[config.mk]
export PLATFORM = sky130hd
export DESIGN_NAME = abpw_addr
export DESIGN_NICKNAME = d
export VERILOG_FILES = /design/src/sv/abpw_pkg.sv /design/src/sv/abpw_addr.sv
export SDC_FILE = /design/constraint.sdc
export NUM_CORES = 1
export LEC_CHECK = 0
export BUFFER_PORTS_ARGS = -buffer_cell sky130_fd_sc_hd__buf_2
export CORE_MARGIN = 3
export CORE_UTILIZATION = 35
export CTS_BUF_LIST = sky130_fd_sc_hd__clkbuf_4 sky130_fd_sc_hd__clkbuf_8 sky130_fd_sc_hd__clkbuf_16
export DETAILED_ROUTE_END_ITERATION = 7
export PLACE_DENSITY = 0.58
export SLEW_MARGIN = 0
export SYNTH_ARGS = -nofsm -noshare
export SYNTH_HDL_FRONTEND = slang
export SYNTH_SLANG_ARGS = --single-unit
[constraint.sdc]
create_clock -name clk -period 11.89 [get_ports clk]
set_clock_uncertainty 0.05 [all_clocks]
set_input_delay 2.378 -clock clk [delete_from_list [all_inputs] [get_ports clk]]
set_output_delay 2.378 -clock clk [all_outputs]
set_load 0.05 [all_outputs]
[src/sv/abpw_pkg.sv]
package abpw_pkg;

	localparam int FB_BYTES  = 262144;
	localparam int AW        = $clog2(FB_BYTES);
	localparam int BANKS     = 4;
	localparam int BANK_ROWS = FB_BYTES / BANKS;
	localparam int ROW_AW    = AW - 2;

	// pixel formats
	localparam logic [1:0] FMT_565  = 2'd0;
	localparam logic [1:0] FMT_888  = 2'd1;
	localparam logic [1:0] FMT_8888 = 2'd2;
	localparam logic [1:0] FMT_BAD  = 2'd3;

	// register indexes
	localparam logic [2:0] CFG_X_RES   = 3'd0;
	localparam logic [2:0] CFG_Y_RES   = 3'd1;
	localparam logic [2:0] CFG_X_PAN   = 3'd2;
	localparam logic [2:0] CFG_Y_PAN   = 3'd3;
	localparam logic [2:0] CFG_LINE    = 3'd4;
	localparam logic [2:0] CFG_FORMAT  = 3'd5;

	localparam logic [12:0] X_RES_RST = 13'd640;
	localparam logic [12:0] Y_RES_RST = 13'd480;
	localparam logic [14:0] LINE_RST  = 15'd1280;

	// rgb565 expansion and requantization
	localparam logic [15:0] EXP5_MUL = 16'd527;
	localparam logic [15:0] EXP5_ADD = 16'd23;
	localparam logic [15:0] EXP6_MUL = 16'd259;
	localparam logic [15:0] EXP6_ADD = 16'd33;
	localparam logic [15:0] RQ5_MUL  = 16'd249;
	localparam logic [15:0] RQ5_ADD  = 16'd1014;
	localparam logic [15:0] RQ6_MUL  = 16'd253;
	localparam logic [15:0] RQ6_ADD  = 16'd505;
	localparam logic [7:0]  ALPHA_MAX = 8'hFF;

	typedef struct packed {
		logic          we;
		logic [AW-1:0] addr;
		logic [2:0]    nbytes;
	} st_req_t;

	function automatic logic [2:0] bytes_per_pixel(input logic [1:0] fmt);
		logic [2:0] n;
		unique case (fmt)
			FMT_565:  n = 3'd2;
			FMT_888:  n = 3'd3;
			default:  n = 3'd4;
		endcase
		return n;
	endfunction

endpackage

[src/sv/abpw_addr.sv]
module abpw_addr (
	input  logic                    clk,
	input  logic [12:0]             pixel_x,
	input  logic [12:0]             pixel_y,
	input  logic                    skip_pixel,
	input  logic [12:0]             x_res,
	input  logic [12:0]             y_res,
	input  logic [11:0]             x_pan,
	input  logic [11:0]             y_pan,
	input  logic [14:0]             line_bytes,
	input  logic [1:0]              fmt,
	output logic [abpw_pkg::AW-1:0] addr_s2,
	output logic                    ok_s2
);

	logic [13:0] xs;
	logic [13:0] ys;
	logic [15:0] xoff;
	logic [28:0] prod;
	logic        ok;

	logic [28:0] prod_s1;
	logic [15:0] xoff_s1;
	logic        ok_s1;

	logic [29:0] sum;
	logic [29:0] lim;

	always_comb begin
		xs = {1'b0, pixel_x} + {2'b00, x_pan};
		ys = {1'b0, pixel_y} + {2'b00, y_pan};
		unique case (fmt)
			abpw_pkg::FMT_565: xoff = {1'b0, xs, 1'b0};
			abpw_pkg::FMT_888: xoff = {1'b0, xs, 1'b0} + {2'b00, xs};
			default:           xoff = {xs, 2'b00};
		endcase
		prod = {15'd0, ys} * {14'd0, line_bytes};
		ok   = !skip_pixel && (pixel_x < x_res) && (pixel_y < y_res)
			&& (fmt != abpw_pkg::FMT_BAD);
	end

	always_ff @(posedge clk) begin
		prod_s1 <= prod;
		xoff_s1 <= xoff;
		ok_s1   <= ok;
	end

	always_comb begin
		sum = {1'b0, prod_s1} + {14'd0, xoff_s1};
		lim = 30'(abpw_pkg::FB_BYTES) - {27'd0, abpw_pkg::bytes_per_pixel(fmt)};
	end

	always_ff @(posedge clk) begin
		addr_s2 <= sum[abpw_pkg::AW-1:0];
		ok_s2   <= ok_s1 && (sum <= lim);
	end

endmodule

# ---- Word level (Yosys, flattened, before mapping)
# Cells that the tools add are included.
# W data, S select, Z words.
dict set report totals {
  reg_bits 65
  in_bits 95
  out_inout_bits 19
}
dict set report classes {
  n_addsub 5
  n_mul 1
  magnitude_cmp 3
  eq_ne 2
  n_mux 2
  n_reduce_logical 6
}
# op count
set ops {}
lappend ops {{$pmux W16 S2} 1}
lappend ops {{$add A29 B16 Y30} 1}
lappend ops {{$le A30 B30 Y1} 1}
lappend ops {{$mul A14 B15 Y29} 1}
lappend ops {{$add A13 B12 Y14} 2}
lappend ops {{$lt A13 B13 Y1} 2}
lappend ops {{$sub A19 B3 Y20 const A} 1}
lappend ops {{$add A15 B14 Y16} 1}
lappend ops {{$pmux W3 S2} 1}
lappend ops {{$logic_and A1 B1 Y1} 4}
lappend ops {{$eq A2 B1 Y1 const B} 1}
lappend ops {{$logic_not A2 Y1} 1}
lappend ops {{$ne A2 B2 Y1 const B} 1}
lappend ops {{$logic_not A1 Y1} 1}

# ---- Longest topological paths before layout
dict set report depth {
  depth_word 5
  mapped_depth 32
  depth_no_buf 31
}

# ---- Worst setup path after synthesis
# Ideal clock, no wire load.
dict set report synth_timing {
  kind {input-to-reg}
  from {input port pixel_y[0]}
  to {register prod_s1[28]}
  setup_time_ps 121
  t_arrival_ps 9667
  setup_slack_ps 2052
  stages 29
  cell_sequence {ha_1 fa_1 a21o_1 a21oi_1 o21bai_1 a21oi_1 o21bai_1 a41o_1 o41ai_1 xnor2_1 clkbuf_1 nand2_1 fa_1 fa_1 inv_1 fa_1 fa_1 fa_1 fa_1 ha_1 a21o_1 a21oi_1 o21ai_0 and3_1 a221o_1 o211ai_1 a21boi_0 o22ai_1 xnor2_1}
}
dict set report synth_via {
  elab_chain_cells 2
}
# item line_no
set synth_lines {}
lappend synth_lines {{from (decl)} abpw_addr.sv:4} ;# input logic [12:0] pixel_y,
lappend synth_lines {{$add A13 B12 Y14} abpw_addr.sv:31} ;# ys = {1'b0, pixel_y} + {2'b00, y_pan};
lappend synth_lines {{$mul A14 B15 Y29} abpw_addr.sv:37} ;# prod = {15'd0, ys} * {14'd0, line_bytes};
lappend synth_lines {{named net prod[28]} abpw_addr.sv:19} ;# logic [28:0] prod;
lappend synth_lines {{to (signal assigned)} abpw_addr.sv:43} ;# prod_s1 <= prod;
lappend synth_lines {{to (decl)} abpw_addr.sv:22} ;# logic [28:0] prod_s1;
# The timed path passes the listed nets, and every way through them passes these cells.

# ---- Worst setup path after layout
# Same ends and word-level chain as after synthesis.

==> run_results.csv <==
group,metric,value,unit
synth,synth_cells,1325,
sta,setup_viol,0,
synth,synth_edf_count,0,
synth,synth_area_leaders,"fa_1 (27%), ha_1 (19%), dfxtp_1 (11%)",
die,die_x,188,um
synth,synth.top_cell.area_share,27.0,%
sta,drv_slew,0,
clock_tree,cts_resized,0,
grt,grt_max_degree,30,
grt,track_usage,15.1,%
routing,drt_iter0_drc,319,
setup_path,cp.required,12.05,ns
sta,finalHoldViolCount,0,
setup_path,arrival,10.43,ns
synth,async_reset_ff_share,0,%
clock_tree,h-tree-depth,3,
routing,drc,0,
die,die_area,35500,um2
finish,num-nets-final,1852,
synth,ys_seq_area_share,11.2,%
die,ioPinCount,114,
placement,gp_congestion,0.850,
sta,setup_tns,0,ns
placement,io_buffers,113,
finish,multi_input_area,9500,um2
die,row_count,66,
synth,yosys.area.top_type,"fa_1",
finish,nFillCells,3382,
clock_tree,cts.sinks,65,
finish,layout_common_cells,"inv_1 (191), ha_1 (177), nand2_1 (157), fa_1 (157), buf_2 (113)",
routing,post_drt_wl_per_cell,14.0,um
synth,synthFlopType,"dfxtp_1",
setup_path,slowest_stage,"fa_1",
status,status,"finished, final reports clean",
routing,avgViaCountPerCell,4.86,
synth,yosysUniqueCellTypes,62,
grt,antenna_found_initial,0,
sta,period_share,86.4,%
clock_tree,cts_made_buffers,9,
sta,whs,0.421,ns
synth,syn_area_per_cell,8.79,um2
setup_path,crit_top_cell,"fa_1",
routing,finalWirelength,26.3,mm
clock_tree,ctsHoldBuffers,0,
grt,grt-ovfl-total,0,
finish,drive_gt1_share,10.6,%
routing,ant_nets,0,
sta,layout_min_cycle_time,10.27,ns
sta,tightest_slew,1.20,ns
synth,syn_area,11600,um2
clock_tree,cts_tree,"done",
setup_path,max_stage_delay,0.54,ns
clock_tree,clockRootBuffer,"clkbuf_16",
setup_path,crit_fanout,15,
finish,n_antenna_cell,0,
grt,grt_pass1_vias,9172,
grt,grt_pass1_wl,44.6,mm
clock_tree,cts_setup_buffers,0,
routing,dr.pass1.iters,5,
die,core-area,32700,um2
setup_path,cp-end-kind,"register",
sta,rsz0062_at_grt,"false",
sta,slew_headroom,19.9,%
clock_tree,cts_max_path_buffers,2,
die,die_y,188,um
sta,max_freq,97.3,MHz
finish,seq_area,1300,um2
routing,via_count,9087,
finish,final_common_cell,"inv_1",
synth,ys.warnings.count,0,
min_path,hp-class,"register to register",
setup_path,crit_type,"input pin to register",
clock_tree,path_clk_slew,0.05,ns
finish,syn_to_final_growth,11.4,%
placement,dpl.hpwl,22.4,mm
die,start_util,35.6,%
setup_path,start_kind,"input pin",
clock_tree,clkLatencyLatePin,0.33,ns
flow_run,max_cap_viol_count,0,
synth,ys_ff_latch,65,
==> metal layers <==
layer  wire length, um  global-route usage, %
met1             12800                   21.0
met2             12300                   25.4
met3               785                   1.71
met4               323                   3.12
met5                 0                      0
==> final cells by class <==
type	instances	share of cell area (%)
clock buffers	10	1.84
clock inverters	6	0.318
well taps	442	4.26
flip-flops and latches	65	10.0
repair buffers	121	4.82
multi-input cells	1035	73.2
inverters	191	5.53
==> registers in the layout, indices dropped and copies added (netlist names) <==
| signal | cells |
|---|---|
| ok_s1 | 1 |
| prod_s1 | 29 |
| ok_s2 | 1 |
| xoff_s1 | 16 |
| addr_s2 | 18 |
==> logic make-up (layout without fill, tap and decap cells) <==
logic type,Yosys count,in the layout,synth area share (%)
buffers and inverters,227,328,7.32
other,2,4,0.0645
AND/OR/NAND/NOR,391,391,16.5
XOR/XNOR,75,75,5.71
multiplexers,12,12,1.05
AO/OA/AOI/OAI,219,219,12.2
flip-flops,65,65,11.2
adder cells (fa/ha/maj),334,334,46.0
==> final timing paths <==
path                                          from             endpoint  slack [ns]  cells past startpoint
worst max-delay path                    pixel_y[0]  prod_s1[28]$_DFF_P_        1.62                     29
worst max register to register  prod_s1[0]$_DFF_P_        ok_s2$_DFF_P_        7.62                     12
worst min-delay path            xoff_s1[0]$_DFF_P_   addr_s2[0]$_DFF_P_        0.42                      1
worst min register to register  xoff_s1[0]$_DFF_P_   addr_s2[0]$_DFF_P_        0.42                      1
==> worst max-delay path, delay by kind of cell <==
family / cells / cell delay [ns]
xor+xnor: 2 / 0.60
compound gates: 14 / 2.80
fa+ha+maj: 9 / 4.12
buf+inv: 2 / 0.15
simple gates: 2 / 0.38
==> synthesized netlist by cell type, types with 19 or more instances <==
cell type  count
a21o_1        31
xor2_1        29
xnor2_1       45
and2_1       104
clkbuf_1      33
nand2_1      157
o21ai_0       45
a21oi_1       65
fa_1         157
ha_1         177
inv_1        191
dfxtp_1       65
nor2_1        43
nand3_1       19
==> per-stage QoR <==
stage	util, %	cells	setup WS (ns)	cell area [um2]
after floorplan	-	1327	2.05	11700
after global placement	38.8	1854	1.41	12700
after detailed placement	38.8	1854	1.26	12700
after CTS	39.7	1870	1.58	13000
after global routing	39.7	1870	0.969	13000
final	39.7	1870	1.62	13000
Power is not shown: default switching activity piles up to over one toggle a cycle in this logic, so the estimate is an artifact.
