File: src/sv/abpw_pkg.sv
package abpw_pkg;

	localparam int FB_BYTES  = 262144;
	localparam int AW        = $clog2(FB_BYTES);
	localparam int BANKS     = 4;
	localparam int BANK_ROWS = FB_BYTES / BANKS;
	localparam int ROW_AW    = AW - 2;

	// pixel formats
	localparam logic [1:0] FMT_565  = 2'd0;
	localparam logic [1:0] FMT_888  = 2'd1;
	localparam logic [1:0] FMT_8888 = 2'd2;
	localparam logic [1:0] FMT_BAD  = 2'd3;

	// register indexes
	localparam logic [2:0] CFG_X_RES   = 3'd0;
	localparam logic [2:0] CFG_Y_RES   = 3'd1;
	localparam logic [2:0] CFG_X_PAN   = 3'd2;
	localparam logic [2:0] CFG_Y_PAN   = 3'd3;
	localparam logic [2:0] CFG_LINE    = 3'd4;
	localparam logic [2:0] CFG_FORMAT  = 3'd5;

	localparam logic [12:0] X_RES_RST = 13'd640;
	localparam logic [12:0] Y_RES_RST = 13'd480;
	localparam logic [14:0] LINE_RST  = 15'd1280;

	// rgb565 expansion and requantization
	localparam logic [15:0] EXP5_MUL = 16'd527;
	localparam logic [15:0] EXP5_ADD = 16'd23;
	localparam logic [15:0] EXP6_MUL = 16'd259;
	localparam logic [15:0] EXP6_ADD = 16'd33;
	localparam logic [15:0] RQ5_MUL  = 16'd249;
	localparam logic [15:0] RQ5_ADD  = 16'd1014;
	localparam logic [15:0] RQ6_MUL  = 16'd253;
	localparam logic [15:0] RQ6_ADD  = 16'd505;
	localparam logic [7:0]  ALPHA_MAX = 8'hFF;

	typedef struct packed {
		logic          we;
		logic [AW-1:0] addr;
		logic [2:0]    nbytes;
	} st_req_t;

	function automatic logic [2:0] bytes_per_pixel(input logic [1:0] fmt);
		logic [2:0] n;
		unique case (fmt)
			FMT_565:  n = 3'd2;
			FMT_888:  n = 3'd3;
			default:  n = 3'd4;
		endcase
		return n;
	endfunction

endpackage

File: src/sv/abpw_blend.sv
module abpw_blend (
	input  logic        clk,
	input  logic [31:0] rdata,
	input  logic [1:0]  fmt,
	input  logic [23:0] fg_rgb,
	input  logic [7:0]  alpha,
	output logic [31:0] old_s4,
	output logic [31:0] new_s4
);

	// channel 0 red, 1 green, 2 blue
	logic [31:0] old_c;
	logic [7:0]  bg_c [3];
	logic [31:0] old_s1;
	logic [7:0]  bg_s1 [3];

	logic [15:0] sum_c [3];
	logic [31:0] old_s2;
	logic [15:0] sum_s2 [3];

	logic [23:0] est [3];
	logic [7:0]  q0 [3];
	logic [16:0] rem [3];
	logic [7:0]  mix_c [3];
	logic [31:0] old_s3;
	logic [7:0]  mix_s3 [3];

	logic [4:0]  r5;
	logic [5:0]  g6;
	logic [4:0]  b5;
	logic [31:0] new_c;

	// unpack background
	always_comb begin
		unique case (fmt)
			abpw_pkg::FMT_565: old_c = {16'd0, rdata[15:0]};
			abpw_pkg::FMT_888: old_c = {8'd0, rdata[23:0]};
			default:           old_c = rdata;
		endcase
		if (fmt == abpw_pkg::FMT_565) begin
			bg_c[0] = 8'(({11'd0, rdata[15:11]} * abpw_pkg::EXP5_MUL + abpw_pkg::EXP5_ADD) >> 6);
			bg_c[1] = 8'(({10'd0, rdata[10:5]} * abpw_pkg::EXP6_MUL + abpw_pkg::EXP6_ADD) >> 6);
			bg_c[2] = 8'(({11'd0, rdata[4:0]} * abpw_pkg::EXP5_MUL + abpw_pkg::EXP5_ADD) >> 6);
		end else begin
			bg_c[0] = rdata[7:0];
			bg_c[1] = rdata[15:8];
			bg_c[2] = rdata[23:16];
		end
	end

	always_ff @(posedge clk) begin
		old_s1 <= old_c;
		bg_s1  <= bg_c;
	end

	// weighted sum
	always_comb begin
		for (int c = 0; c < 3; c++) begin
			sum_c[c] = {8'd0, alpha} * {8'd0, fg_rgb[8*(2-c) +: 8]}
				+ {8'd0, abpw_pkg::ALPHA_MAX - alpha} * {8'd0, bg_s1[c]};
		end
	end

	always_ff @(posedge clk) begin
		old_s2 <= old_s1;
		sum_s2 <= sum_c;
	end

	// divide by 255: reciprocal estimate, one correction step
	always_comb begin
		for (int c = 0; c < 3; c++) begin
			est[c]   = {8'd0, sum_s2[c]} + {sum_s2[c], 8'd0};
			q0[c]    = est[c][23:16];
			rem[c]   = {1'b0, sum_s2[c]} - {1'b0, q0[c], 8'd0} + {9'd0, q0[c]};
			mix_c[c] = q0[c] + {7'd0, (rem[c] >= 17'd255)};
		end
	end

	always_ff @(posedge clk) begin
		old_s3 <= old_s2;
		mix_s3 <= mix_c;
	end

	// repack
	always_comb begin
		r5 = 5'(({8'd0, mix_s3[0]} * abpw_pkg::RQ5_MUL + abpw_pkg::RQ5_ADD) >> 11);
		g6 = 6'(({8'd0, mix_s3[1]} * abpw_pkg::RQ6_MUL + abpw_pkg::RQ6_ADD) >> 10);
		b5 = 5'(({8'd0, mix_s3[2]} * abpw_pkg::RQ5_MUL + abpw_pkg::RQ5_ADD) >> 11);
		if (fmt == abpw_pkg::FMT_565) begin
			new_c = {16'd0, r5, g6, b5};
		end else begin
			new_c = {8'd0, mix_s3[2], mix_s3[1], mix_s3[0]};
		end
	end

	always_ff @(posedge clk) begin
		old_s4 <= old_s3;
		new_s4 <= new_c;
	end

endmodule

File: config.mk
export PLATFORM = sky130hd
export DESIGN_NAME = abpw_blend
export DESIGN_NICKNAME = d
export VERILOG_FILES = /design/src/sv/abpw_pkg.sv /design/src/sv/abpw_blend.sv
export SDC_FILE = /design/constraint.sdc
export NUM_CORES = 1
export LEC_CHECK = 0
export BUFFER_PORTS_ARGS = -buffer_cell sky130_fd_sc_hd__buf_2
export CORE_MARGIN = 1.5
export CORE_UTILIZATION = 30
export CTS_BUF_LIST = sky130_fd_sc_hd__clkbuf_16
export CTS_CLUSTER_DIAMETER = 50
export CTS_CLUSTER_SIZE = 8
export DETAILED_ROUTE_END_ITERATION = 8
export MAX_ROUTING_LAYER = met4
export SETUP_SLACK_MARGIN = 0.2
export SYNTH_ARGS = -nofsm -noshare
export SYNTH_HDL_FRONTEND = slang
export SYNTH_SLANG_ARGS = --single-unit
File: constraint.sdc
create_clock -name clk -period 11.7 [get_ports clk]
set_clock_uncertainty 0.2 [all_clocks]
set_input_delay 0.585 -clock clk [delete_from_list [all_inputs] [get_ports clk]]
set_output_delay 0.585 -clock clk [all_outputs]
set_load 0.03 [all_outputs]
# Word level (Yosys, flattened, before mapping)
# Index checks and enable logic that the tools add are counted.
[totals]
register_bits = 256
inputBits = 67
word_cells = 57
[op_classes]
add_sub_neg = 22
multipliers = 12
order_cmp = 3
eq_ne = 1
n_mux = 3
n_reduce_logical = 1
[op_table]
columns = ["cell", "count"]
rows = [
  ["8-bit by 8-bit multiplier with 16-bit output", 6],
  ["16-bit by 24-bit adder with 24-bit output", 3],
  ["32-bit one-hot mux with 2 select lines", 1],
  ["17-bit by 8-bit adder with 17-bit output", 3],
  ["17-bit by 8-bit >= comparator with 1-bit output (second input constant)", 3],
  ["16-bit by 16-bit subtractor with 17-bit output", 3],
  ["16-bit adder", 3],
  ["8-bit by 8-bit multiplier with 16-bit output (second input constant)", 3],
  ["16-bit by 10-bit adder with 16-bit output (second input constant)", 2],
  ["14-bit by 5-bit adder with 14-bit output (second input constant)", 2],
  ["5-bit by 10-bit multiplier with 14-bit output (second input constant)", 2],
  ["8-bit by 1-bit adder with 8-bit output", 3],
  ["24-bit 2-to-1 mux", 1],
  ["16-bit by 9-bit adder with 16-bit output (second input constant)", 1],
  ["16-bit 2-to-1 mux", 1],
  ["14-bit by 6-bit adder with 14-bit output (second input constant)", 1],
  ["6-bit by 9-bit multiplier with 14-bit output (second input constant)", 1],
  ["8-bit subtractor (first input constant)", 1],
  ["2-bit by 1-bit equality test with 1-bit output (second input constant)", 1],
  ["2-bit logical NOT", 1],
]

# Longest topological paths before layout
[logic_depth]
ltp_word = 5
ltp_mapped = 26
depth_no_buf = 25

# Worst setup path before layout
# OpenSTA, ideal clock, no wires.
[synth_path]
path_kind = "input port to flip-flop"
start = "input port alpha[5]"
end = "register sum_s2[47] (netlist bit)"
arrival_time_ns = 5.825
required_time_ns = 11.397
path_slack_ns = 5.572
path_stages = 19
path_buffers = 2
path_cell_list = "clkbuf_1 clkbuf_1 nand2_1 fa_1 inv_1 fa_1 inv_1 fa_1 fa_1 fa_1 fa_1 inv_1 ha_1 a21o_1 a31oi_1 o21ai_1 o41ai_4 mux2i_1 a2111oi_2"
[synth_rtl]
columns = ["element", "line_no", "rtl"]
rows = [
  ["start, declared", "abpw_blend.sv:6", "input logic [7:0] alpha,"],
  ["end signal, assigned", "abpw_blend.sv:66", "sum_s2 <= sum_c;"],
  ["end, declared", "abpw_blend.sv:19", "logic [15:0] sum_s2 [3];"],
]

==> flow_summary.json <==
{
  "tritoncts": "done",
  "hold_path.class": "in2reg",
  "finalSetupTns_ns": 0,
  "post_synth.cell_area_avg_um2": 9.67,
  "setup_violations_final": 0,
  "synthCells": 2926,
  "timing.critical_path.required_ns": 11.99,
  "maxClockFrequency_mhz": 162,
  "die_area_um2": 96200,
  "nets": 3969,
  "cp_data_arrival_time_ns": 6.46,
  "crit_path_top_delay_cell": "sky130_fd_sc_hd__or4_4",
  "top_signal_layer_used": "met4",
  "grt_first_pass_wirelength_um": 103000,
  "core_um2": 93500,
  "dpl.hpwl_um": 50300,
  "die-height_um": 310,
  "synth.yosys.seq_area_share_pct": 17.5,
  "crit_path_cell_trace": "ha_1, a31o_2, a21oi_1, o21ai_0, o41a_1, and4_1, and2_1, and3_1, ha_1, inv_1, ha_1, inv_1, ha_1, or4_4, o21ai_0, mux2i_1, nand4_1, nor3_1, nand4_1, ha_1, ha_1, and3_1, nand3_1, xnor2_1",
  "post-route-min-period_ns": 6.16,
  "status": "complete, no violations",
  "drtPass1Iterations": 5,
  "drt-initial-drc-count": 809,
  "grt_overflow": 0,
  "hold_violations": 0,
  "total_number_of_vias": 19400,
  "clk-insertion-delay-late_ns": 0.56,
  "worst_path_largest_cell_delay_ns": 0.56,
  "detail_route.drc_violations": 0,
  "antenna_found_initial": 10,
  "tritoncts.num_buffers": 43,
  "largest_net_degree_at_the_start_of_global_routing": 49,
  "synth-seq-cells": 248,
  "period_share_pct": 52.7,
  "worst_r2r_path_depth": 24,
  "number_of_global_route_vias_before_repair": 20100,
  "synth_warn": 0,
  "grt_use_total_pct": 13.8,
  "dominantRegCellSynth": "sky130_fd_sc_hd__dfxtp_1",
  "edff_count_synth": 0,
  "fill_cells": 9654,
  "cp_num_cells": 24,
  "worstSetupStartpointType": "register",
  "wire_length_on_met2_um": 28400,
  "routed_via_density": 4.47,
  "routed_wl_um": 62100,
  "initial_core_util_pct": 30.3,
  "worst_slew_pin_slew_ns": 0.667,
  "cts_root_buffer": "sky130_fd_sc_hd__clkbuf_16",
  "postRouteAntennaNets": 0,
  "detail_route_met3_wl_um": 2630,
  "synth_async_sr_flop_share_pct": 0,
  "top_delay_family_on_crit_path": "simple AND/OR/NAND/NOR gates",
  "critical_path.max_fanout": 5,
  "critical_path.endpoint_type": "register",
  "synth_cell_type_count": 75,
  "synth_cell_area_um2": 28300,
  "met1Wirelength_um": 29700,
  "layout-drive-gt1-share_pct": 7.49,
  "critical_path.n_buffers_inverters": 2,
  "port_buffers": 122,
  "kind_of_critical_path": "reg2reg",
  "max_cap_violations": 0,
  "die_x_um": 310,
  "timing.max_slew.rel_slack_pct": 55.4,
  "clk_pin_slew_ns": 0.05,
  "hold-path-cell-count": 2,
  "finalMaxSlewViolations": 0,
  "post-cts-setup-buffer-count": 0,
  "globalplace.congestion": 0.861,
  "drt-wirelength-per-cell_um": 14.3,
  "grt_setup_unrepaired": "false",
  "cpMostUsedCell": "sky130_fd_sc_hd__ha_1",
  "num_rows": 112,
  "area_growth_syn_to_layout_pct": 11.9,
  "cts_sinks": 248,
  "clock_tree.htree_level_count": 2,
  "io-pin-count": 131,
  "cts_buffer_depth": 3
}
[synthesized netlist by cell type (4+ instances only)]
cell / instances / area share (%)
sky130_fd_sc_hd__nor3_1: 24 / 0.42
sky130_fd_sc_hd__xor2_1: 37 / 1.1
sky130_fd_sc_hd__nand3_1: 41 / 0.72
sky130_fd_sc_hd__nand2_1: 170 / 2.3
sky130_fd_sc_hd__clkbuf_1: 55 / 0.73
sky130_fd_sc_hd__nor2_1: 60 / 0.80
sky130_fd_sc_hd__nor4_1: 6 / 0.13
sky130_fd_sc_hd__mux2i_1: 9 / 0.32
sky130_fd_sc_hd__a41o_1: 5 / 0.18
sky130_fd_sc_hd__or3_1: 9 / 0.20
sky130_fd_sc_hd__o41a_1: 4 / 0.16
sky130_fd_sc_hd__nor2b_1: 140 / 3.1
sky130_fd_sc_hd__nand4_1: 20 / 0.44
sky130_fd_sc_hd__nand2b_1: 71 / 1.6
sky130_fd_sc_hd__o22ai_1: 4 / 0.088
sky130_fd_sc_hd__o31ai_1: 6 / 0.16
sky130_fd_sc_hd__o41ai_1: 5 / 0.15
sky130_fd_sc_hd__mux2_2: 13 / 0.52
sky130_fd_sc_hd__a21o_1: 38 / 1.0
sky130_fd_sc_hd__o21bai_1: 13 / 0.34
sky130_fd_sc_hd__a31o_2: 10 / 0.31
sky130_fd_sc_hd__inv_1: 566 / 7.5
sky130_fd_sc_hd__o211ai_1: 10 / 0.27
sky130_fd_sc_hd__a21oi_1: 78 / 1.4
sky130_fd_sc_hd__a31oi_1: 6 / 0.13
sky130_fd_sc_hd__ha_1: 476 / 21
sky130_fd_sc_hd__dfxtp_1: 248 / 18
sky130_fd_sc_hd__a211o_1: 4 / 0.12
sky130_fd_sc_hd__nand4b_1: 4 / 0.12
sky130_fd_sc_hd__fa_1: 371 / 26
sky130_fd_sc_hd__o2111ai_1: 4 / 0.12
sky130_fd_sc_hd__o311ai_0: 4 / 0.12
sky130_fd_sc_hd__a211oi_1: 8 / 0.21
sky130_fd_sc_hd__buf_4: 8 / 0.21
sky130_fd_sc_hd__and4_1: 7 / 0.22
sky130_fd_sc_hd__xnor2_1: 122 / 3.8
sky130_fd_sc_hd__and3_1: 19 / 0.42
sky130_fd_sc_hd__o21a_1: 5 / 0.13
sky130_fd_sc_hd__and2_1: 126 / 2.8
sky130_fd_sc_hd__o21ai_0: 62 / 1.1
sky130_fd_sc_hd__o21ai_1: 6 / 0.11
[flip-flops by register name, summed over array words and instances (netlist names)]
register / flops
bg_s1: 24
mix_s3: 24
new_s4: 24
old_s1: 32
old_s2: 32
old_s3: 32
old_s4: 32
sum_s2: 48
[through the flow]
| step | std cells | utilization [%] | cell area [um2] | worst slack (ns) | hold WS (ns) |
|---|---|---|---|---|---|
| floorplan | 2936 | - | 28300 | 5.57 | 0.110 |
| global placement | 4257 | 32.4 | 30300 | 5.24 | 0.110 |
| detailed placement | 4257 | 32.4 | 30300 | 5.16 | 0.112 |
| CTS | 4324 | 33.9 | 31700 | 5.57 | 0.00604 |
| global route | 4329 | 33.9 | 31700 | 5.29 | 0.0217 |
| finish | 4329 | 33.9 | 31700 | 5.54 | 0.0422 |
[path summary, 6_finish.rpt]
path | startpoint | end | slack (ns)
setup reg to reg | sum_s2[9] | mix_s3[6] | 5.54
hold reg to reg | old_s1[5] | old_s2[5] | 0.10
hold / removal | rdata[26] | old_s1[26] | 0.04
setup / recovery | sum_s2[9] | mix_s3[6] | 5.54
[cell families (layout without fill, tap and decap cells)]
logic type / Yosys count / after routing / share of synthesized area (%)
AOI/OAI and AO/OA: 305 / 305 / 7.32
buffers and inverters: 631 / 765 / 8.48
adders and majority gates: 847 / 847 / 47.3
muxes: 22 / 22 / 0.835
other: 1 / 16 / 0.0132
DFF: 248 / 248 / 17.5
and+or+nand+nor: 713 / 713 / 13.6
xor gates and xnor gates: 159 / 159 / 4.92
[repair_timing]
action                                 4_1_cts  5_1_grt
resized for setup                            0        0
hold buffers                                 7        0
endpoints found under the hold margin        7        0
setup endpoints to repair                    0        0
[layer usage]
metal | vias up | GRT usage (%)
li1 | 9550 | -
met1 | 9407 | 18.4
met2 | 336 | 22.0
met3 | 59 | 1.79
met4 | 0 | 3.57
met5 | - | -
[final cells by class]
class	count	area (um2)	share of cell area, %
Sequential cell	248	4960	15.7
Clock inverter	17	191	0.604
Multi-Input combinational cell	2057	21000	66.2
Antenna cell	5	12.5	0.0395
Clock buffer	43	1080	3.40
Inverter	566	2120	6.71
Timing Repair Buffer	139	756	2.39
Tap cell	1254	1570	4.95
[worst register-to-register path, cell delays in order (launching register included)]
cell and delay (ns):
sky130_fd_sc_hd__dfxtp_1 0.44, sky130_fd_sc_hd__ha_1 0.27, sky130_fd_sc_hd__a31o_2 0.24, sky130_fd_sc_hd__a21oi_1 0.15
sky130_fd_sc_hd__o21ai_0 0.10, sky130_fd_sc_hd__o41a_1 0.37, sky130_fd_sc_hd__and4_1 0.25, sky130_fd_sc_hd__and2_1 0.17
sky130_fd_sc_hd__and3_1 0.18, sky130_fd_sc_hd__ha_1 0.41, sky130_fd_sc_hd__inv_1 0.07, sky130_fd_sc_hd__ha_1 0.28
sky130_fd_sc_hd__inv_1 0.04, sky130_fd_sc_hd__ha_1 0.22, sky130_fd_sc_hd__or4_4 0.56, sky130_fd_sc_hd__o21ai_0 0.35
sky130_fd_sc_hd__mux2i_1 0.23, sky130_fd_sc_hd__nand4_1 0.11, sky130_fd_sc_hd__nor3_1 0.23, sky130_fd_sc_hd__nand4_1 0.25
sky130_fd_sc_hd__ha_1 0.31, sky130_fd_sc_hd__ha_1 0.23, sky130_fd_sc_hd__and3_1 0.21, sky130_fd_sc_hd__nand3_1 0.10
sky130_fd_sc_hd__xnor2_1 0.11
[cells in the final DEF (no fill, tap or decap), drive strengths merged, types with 41 or more instances in the layout]
cell type and instances:
inv 568, nand3 41, o21ai 68, nand2b 71, and2 126, dfxtp 248, nor2b 140, ha 476
clkbuf 43, nand2 171, fa 371, nor2 60, buf 132, a21oi 79, xnor2 122
Power is left out: the tool's default activity adds up to more than one toggle a clock period on the data nets, which glitch-free logic cannot reach.
